$ cat src/rtl/rdc_pkg.sv
package rdc_pkg;

  localparam int unsigned RadixW  = 5;
  localparam int unsigned DigitW  = 4;
  localparam int unsigned CharW   = 7;
  localparam int unsigned MDataW  = 8;

  localparam logic [RadixW-1:0] RadixMin = 5'd2;
  localparam logic [RadixW-1:0] RadixMax = 5'd16;

  localparam logic [CharW-1:0] DigitZero = 7'd48;
  localparam logic [CharW-1:0] LetterA   = 7'd65;

  function automatic logic [CharW-1:0] digit_to_char(input logic [DigitW-1:0] d);
    logic [CharW-1:0] c;
    if (d < 4'd10) begin
      c = DigitZero + CharW'(d);
    end else begin
      c = LetterA + CharW'(d) - 7'd10;
    end
    return c;
  endfunction

endpackage

$ cat src/rtl/radix_digit_converter.sv
// Converts a non-negative integer to ASCII digits ('0'-'9', 'A'-'F') in a radix of 2 to
// 16, most significant digit first, no leading zeros, tlast on the final digit; zero gives
// a single '0', a radix below 2 acts as 2 and one above 16 as 16. Each digit comes from a
// bit-serial restoring division of the running quotient by the radix, one quotient bit per
// cycle over all VALUE_BITS bits; once every digit is on the stack, the digits are emitted
// one at a time while the output is free; the next item is taken in the cycle after the
// last digit has moved into the output register.
module radix_digit_converter #(
  parameter int unsigned VALUE_BITS = 31
) (
  input  logic                       clk_i,
  input  logic                       rst_ni,
  input  logic                       s_axis_tvalid_i,
  output logic                       s_axis_tready_o,
  // value [VALUE_BITS-1:0], radix [VALUE_BITS+4:VALUE_BITS], zero pad above
  input  logic [((VALUE_BITS + rdc_pkg::RadixW + 7) / 8) * 8 - 1:0] s_axis_tdata_i,
  output logic                       m_axis_tvalid_o,
  input  logic                       m_axis_tready_i,
  // digit_char [6:0], zero pad [7]
  output logic [rdc_pkg::MDataW-1:0] m_axis_tdata_o,
  output logic                       m_axis_tlast_o
);
  import rdc_pkg::*;

  localparam int unsigned CntW = $clog2(VALUE_BITS);
  localparam int unsigned NdW  = $clog2(VALUE_BITS + 1);

  typedef enum logic [1:0] {
    ST_IDLE,
    ST_DIV,
    ST_EMIT
  } state_e;

  state_e               state_q, state_d;
  logic [VALUE_BITS-1:0] work_q, work_d;
  logic [DigitW-1:0]     rem_q, rem_d;
  logic [RadixW-1:0]     radix_q, radix_d;
  logic [CntW-1:0]       cnt_q, cnt_d;
  logic [NdW-1:0]        ndig_q, ndig_d;
  logic                  nz_q, nz_d;
  logic                  m_valid_q, m_valid_d;
  logic [CharW-1:0]      m_char_q, m_char_d;
  logic                  m_last_q, m_last_d;
  logic [DigitW-1:0]     dstack_q [VALUE_BITS];
  logic [DigitW-1:0]     dstack_d [VALUE_BITS];

  logic [RadixW-1:0] in_radix;
  logic [DigitW:0]   trial;
  logic              qbit;
  logic [DigitW-1:0] rem_nx;
  logic              s_hs;
  logic              out_free;
  logic              push;
  logic              pop;

  assign s_axis_tready_o = (state_q == ST_IDLE);
  assign s_hs            = s_axis_tvalid_i && s_axis_tready_o;
  assign out_free        = !m_valid_q || m_axis_tready_i;
  assign m_axis_tvalid_o = m_valid_q;
  assign m_axis_tdata_o  = {1'b0, m_char_q};
  assign m_axis_tlast_o  = m_last_q;

  assign in_radix = s_axis_tdata_i[VALUE_BITS +: RadixW];
  assign trial    = {rem_q, work_q[VALUE_BITS-1]};
  assign qbit     = (trial >= radix_q);
  assign rem_nx   = qbit ? DigitW'(trial - radix_q) : trial[DigitW-1:0];
  assign push     = (state_q == ST_DIV) && (cnt_q == CntW'(VALUE_BITS - 1));
  assign pop      = (state_q == ST_EMIT) && out_free;

  always_comb begin
    state_d   = state_q;
    work_d    = work_q;
    rem_d     = rem_q;
    radix_d   = radix_q;
    cnt_d     = cnt_q;
    ndig_d    = ndig_q;
    nz_d      = nz_q;
    m_valid_d = m_valid_q && !m_axis_tready_i;
    m_char_d  = m_char_q;
    m_last_d  = m_last_q;
    case (state_q)
      ST_IDLE: begin
        if (s_hs) begin
          work_d = s_axis_tdata_i[VALUE_BITS-1:0];
          if (in_radix < RadixMin) begin
            radix_d = RadixMin;
          end else if (in_radix > RadixMax) begin
            radix_d = RadixMax;
          end else begin
            radix_d = in_radix;
          end
          rem_d   = '0;
          cnt_d   = '0;
          nz_d    = 1'b0;
          ndig_d  = '0;
          state_d = ST_DIV;
        end
      end
      ST_DIV: begin
        work_d = {work_q[VALUE_BITS-2:0], qbit};
        rem_d  = rem_nx;
        nz_d   = nz_q | qbit;
        cnt_d  = cnt_q + 1'b1;
        if (push) begin
          ndig_d = ndig_q + 1'b1;
          rem_d  = '0;
          cnt_d  = '0;
          nz_d   = 1'b0;
          if (!(nz_q || qbit)) begin
            state_d = ST_EMIT;
          end
        end
      end
      ST_EMIT: begin
        if (out_free) begin
          m_valid_d = 1'b1;
          m_char_d  = digit_to_char(dstack_q[0]);
          m_last_d  = (ndig_q == NdW'(1));
          ndig_d    = ndig_q - 1'b1;
          if (ndig_q == NdW'(1)) begin
            state_d = ST_IDLE;
          end
        end
      end
      default: begin
        state_d = ST_IDLE;
      end
    endcase
  end

  always_comb begin
    for (int i = 0; i < VALUE_BITS; i++) begin
      dstack_d[i] = dstack_q[i];
    end
    if (push) begin
      dstack_d[0] = rem_nx;
      for (int i = 1; i < VALUE_BITS; i++) begin
        dstack_d[i] = dstack_q[i-1];
      end
    end else if (pop) begin
      for (int i = 0; i < VALUE_BITS - 1; i++) begin
        dstack_d[i] = dstack_q[i+1];
      end
      dstack_d[VALUE_BITS-1] = '0;
    end
  end

  always_ff @(posedge clk_i or negedge rst_ni) begin
    if (!rst_ni) begin
      state_q   <= ST_IDLE;
      cnt_q     <= '0;
      ndig_q    <= '0;
      nz_q      <= 1'b0;
      m_valid_q <= 1'b0;
      m_last_q  <= 1'b0;
    end else begin
      state_q   <= state_d;
      cnt_q     <= cnt_d;
      ndig_q    <= ndig_d;
      nz_q      <= nz_d;
      m_valid_q <= m_valid_d;
      m_last_q  <= m_last_d;
    end
  end

  always_ff @(posedge clk_i) begin
    work_q   <= work_d;
    rem_q    <= rem_d;
    radix_q  <= radix_d;
    m_char_q <= m_char_d;
    for (int i = 0; i < VALUE_BITS; i++) begin
      dstack_q[i] <= dstack_d[i];
    end
  end

endmodule

$ cat config.mk
export PLATFORM = sky130hd
export DESIGN_NAME = radix_digit_converter
export DESIGN_NICKNAME = d
export VERILOG_FILES = /design/src/rtl/rdc_pkg.sv /design/src/rtl/radix_digit_converter.sv
export SDC_FILE = /design/constraint.sdc
export NUM_CORES = 1
export LEC_CHECK = 0
export BUFFER_PORTS_ARGS = -buffer_cell sky130_fd_sc_hd__buf_4
export CAP_MARGIN = 25
export CORE_MARGIN = 3
export CORE_UTILIZATION = 40
export DETAILED_ROUTE_END_ITERATION = 10
export PLACE_DENSITY = 0.57
export RECOVER_POWER = 50
export SYNTH_ARGS = -nofsm -noshare
export SYNTH_HDL_FRONTEND = slang
export SYNTH_SLANG_ARGS = --single-unit
export TNS_END_PERCENT = 10
$ cat constraint.sdc
create_clock -name clk_i -period 4.2 [get_ports clk_i]
set_input_delay 0.63 -clock clk_i [delete_from_list [all_inputs] [get_ports clk_i]]
set_output_delay 0.63 -clock clk_i [all_outputs]
set_load 0.03 [all_outputs]
# --- Yosys cells after proc, flatten, opt, wreduce, memory -nomap -nowiden ---
# Memories as Yosys holds them, arrays and structs flattened.
# Index checks and enable logic that the tools add are counted.
totals:
  output_inout_bits: 11
  rom_bits: 0
  mem_count: 1
  reg_bits: 62
  elab_cells: 77
  latch_bits: 0
  mem_bits_rw: 124
op_classes:
  multipliers: 0
  n_lt_le_gt_ge: 4
  bitwise: 1
  n_shift: 0
  muxes: 27
  n_reduce_logical: 17
  div: 0
  eq_ne: 9
  addsub: 7
mem_list:
  columns: ["name", "words", "word_bits", "read_ports", "rd_ports_with_merged_regs", "wr", "line_no", "text"]
  rows:
  - ["dstack_q", 31, 4, 31, 0, 31, "radix_digit_converter.sv:44", "logic [DigitW-1:0] dstack_q [VALUE_BITS];"]
ops:
  columns: ["operator", "n"]
  rows:
  - ["$mux 124", 2]
  - ["$pmux 31 s2", 1]
  - ["$mux 31", 1]
  - ["$mux 5", 5]
  - ["$pmux 5 s3", 1]
  - ["$mux 4", 3]
  - ["$add 5x1->5 const B", 2]
  - ["$mux 2", 5]
  - ["$pmux 5 s2", 1]
  - ["$pmux 4 s2", 1]
  - ["$add 6x4->7 const A", 1]
  - ["$add 7x4->7 const A", 1]
  - ["$mux 7", 1]
  - ["$sub 7x4->7 const B", 1]
  - ["$ne 2x2->1 const B", 3]
  - ["$pmux 2 s3", 1]
  - ["$reduce_and 2->1", 3]
  - ["$eq 5x1->1 const B", 1]
  - ["$eq 5x5->1 const B", 1]
  - ["$ge 5x5->1", 1]
  - ["$gt 5x5->1 const B", 1]
  - ["$lt 5x2->1 const B", 1]
  - ["$reduce_and 5->1", 1]
  - ["$sub 5x1->5 const B", 1]
  - ["other kinds (16)", 25]

# --- Depth between registers and ports, before layout ---
depth:
  word_depth: 5
  depth_mapped: 9
  ltp_nobuf: 8

# --- Least setup slack after synthesis ---
# OpenSTA, ideal clock, no wires.
synth_timing:
  path_type: "register to register"
  from: "register, netlist name cnt_q[0]"
  to: "memory dstack_q[0][0], enable pin"
  setup_slack_ns: -0.220
  arrival_time_ns: 3.330
  setup_time_ns: 1.090
  synth_period_minus_slack_ns: 4.420
  required_ns: 3.110
  path_stages_with_launch: 9
  path_cell_list: "dfrtp_1 inv_1 ha_1 nand2_1 nor2_1 nand2_1 buf_4 clkbuf_1 nand2_1"
synth_rtl:
  columns: ["item", "line_no"]
  rows:
  - ["to (decl)", "radix_digit_converter.sv:44"]

==> impl_metrics.toml <==
[cells_and_area]
fin_area_um2 = 9500
antenna_cells = 0
fin_nets = 634
final_cell_mix = "edfxtp_1 (171), mux2_2 (143), buf_4 (39)"
layout_commonest_cell = "edfxtp_1"
fillers = 1830
syn2layout_area_growth_pct = 13.0
fin_cells = 857
layout-drive-gt1-share_pct = 37.8

[drt]
dr.pass1.iters = 4
wl_um = 13000
drcViolationCount = 0
wl_per_cell_um = 15.2
dr_total_vias = 4297
drt_iter0_drc = 292
vias_per_cell = 5.01
antenna_left = 0

[sta]
setup_viol = 0
max_freq_ghz = 0.322
period_share_pct = 74.0
clock_skew_ns = 0.0121
rsz0062_at_grt = "no"
hold_viol_final = 0
slew_viol_final = 0
finalSetupTns_ns = 0
slew-limit-headroom_pct = 2.09
min_period_ns = 3.11
worst_slew_pin_slew_ns = 1.47

[yosys]
synth_fp_nets = 585
synth_top_area_share_pct = 61.1
synth_seq_cells = 186
synth_cell_types = 48
yosysSeqAreaShare_pct = 65.5
ys.flop_type = "edfxtp_1"
ys_warn_count = 0
synth.avg_cell_area_um2 = 16.0
netlist_instances = 525
synth_area_um2 = 8410
synth_edf_count = 171
async_reset_ff_share_pct = 8.06
synth_area_leaders = "edfxtp_1 (61%), mux2_2 (19%), dfrtp_1 (4.5%)"
synth_top_area_cell = "edfxtp_1"

[cts]
clock_path_buffers = 2
cts_resized = 0
cts.sinks = 186
cts-buffers-inserted = 17
hold_buffers = 0
cts_tree = "built"
cts_root_buf = "clkbuf_16"
htree_levels = 4
post_cts_buffers = 0
path_clk_slew_ns = 0.07
clock_latency_ns = 0.43

[global_route]
grt_pass1_wl_um = 21800
grt_pass1_vias = 4464
grt_overflow = 0
antenna_found_initial = 0
grt_max_degree = 66
grt.total_usage_pct = 12.1

[power]
internal-power_w = 0.00414
p_sw_share_pct = 30.4
switchingPower_w = 0.00181
comb_power_share_pct = 23.7
seqPwrFrac_pct = 48.5
irDropWorstVdd_uv = 309
leakage_nw = 3.24
p_clk_share_pct = 27.8
power_density_nw_per_um2 = 626

[setup_path]
critical_path_arrival_ns = 3.28
r2r_start = "state_q[1]"
rr_endpoint = "dstack_q[1][4]"
cp_max_fo = 62
critPathCapture = "dstack_q[1][4]"
criticalPathCategory = "reg2reg"
startpoint_type = "flop"
crit_path_end_kind = "flop"
startpoint = "state_q[1]"
reg2reg_slack_ns = 1.09
reg2reg_depth = 6
cp_data_required_time_ns = 4.37

[place]
hpwlAfterDp_um = 8450
dp.cells = 825
gp_congestion = 0.779
io_buffer_count = 49
placed_cell_area_um2 = 8950

[floorplan]
fp-row-count = 52
fp.coreArea_um2 = 20400
fp.dieH_um = 151
die_width_um = 151
initial_core_util_pct = 41.2
ios = 55
dieArea_um2 = 22800

[outcome]
outcome = "finished, final reports clean"

[flow_run]
max-cap-violations = 0

[hold_path]
hold_class = "in2async"
critical path: stages, from the launching register on:
cell and delay [ns]:
dfrtp_1 0.42, inv_1 0.10, ha_1 0.17, buf_4 0.47
nand2_1 0.24, clkbuf_2 0.84, mux2_2 0.58
registers in the layout, summed over array words and instances (netlist names):
| signal | count |
|---|---|
| m_axis_tvalid_o | 1 |
| m_axis_tlast_o | 1 |
| nz_q | 1 |
| work_q | 31 |
| m_char_q | 7 |
| dstack_q | 124 |
| rem_q | 4 |
| state_q | 2 |
| radix_q | 5 |
| cnt_q | 5 |
| ndig_q | 5 |
cell usage after synthesis, types with 3 or more instances:
library cell / instances
nand4_1: 5
a21oi_1: 10
nand2_1: 26
nor2b_1: 3
ha_1: 15
xnor2_1: 3
dfrtp_1: 15
o21ai_0: 21
nor2_1: 12
and3_1: 7
nand3_1: 6
inv_1: 23
clkbuf_1: 5
edfxtp_1: 171
mux2i_1: 5
buf_6: 16
o31ai_1: 3
mux2_2: 143
how the worst min path moves through the flow:
stage	cells after the start	slack, ns	start	end
5_1_grt	1	0.34	rst_ni	ndig_q[0]
3_5_place_dp	1	0.50	rst_ni	state_q[0]
3_3_place_gp	2	0.48	m_axis_tlast_o	m_axis_tlast_o
6_report	1	0.28	rst_ni	ndig_q[0]
2_1_floorplan	0	0.33	rst_ni	cnt_q[0]
4_1_cts	1	0.03	rst_ni	state_q[0]
power groups by stage:
stage	Combinational (W)	Sequential [W]	Clock, W
after detailed placement	0.00147	0.00293	0
after floorplan	0.00111	0.00291	0
after global routing	0.00159	0.00294	0.00177
final	0.00141	0.00289	0.00165
after CTS	0.00148	0.00289	0.00170
after global placement	0.00141	0.00291	0
through the flow:
step / hold WS (ns) / util (%) / power, W / setup WS [ns]
2_1_floorplan: 0.334 / - / 0.00402 / 0.981
3_3_place_gp: 0.481 / 43.8 / 0.00432 / 1.70
3_5_place_dp: 0.502 / 43.8 / 0.00440 / 1.58
4_1_cts: 0.0329 / 46.8 / 0.00607 / 1.56
5_1_grt: 0.338 / 46.5 / 0.00630 / 0.805
6_report: 0.283 / 46.5 / 0.00595 / 1.09
final cells by class:
type	count	area, µm²	share of cell area [%]
Sequential cell	186	5510	58.0
Multi-Input combinational cell	291	2580	27.1
Clock buffer	17	425	4.48
Timing Repair Buffer	55	372	3.91
Tap cell	270	338	3.56
Clock inverter	15	188	1.98
Inverter	23	86.3	0.909
logic make-up after synthesis:
family,Yosys count,share of synthesized area [%]
XOR/XNOR,4,0.417
multiplexers,148,19.7
adder cells (fa/ha/maj),16,2.47
AO/OA/AOI/OAI,49,3.56
buffers and inverters,48,3.80
flip-flops,186,65.5
AND/OR/NAND/NOR,73,4.42
other,1,0.0446
layer usage:
layer  GRT usage [%]  up-vias  wire [µm]
met4            5.35        0        279
met3            3.11       23        396
met2            19.0       53       6120
li1                -     2090          -
met1            16.1     2131       6190
met5               0        -          0
Note: power is estimated with default switching activity, not from simulation.
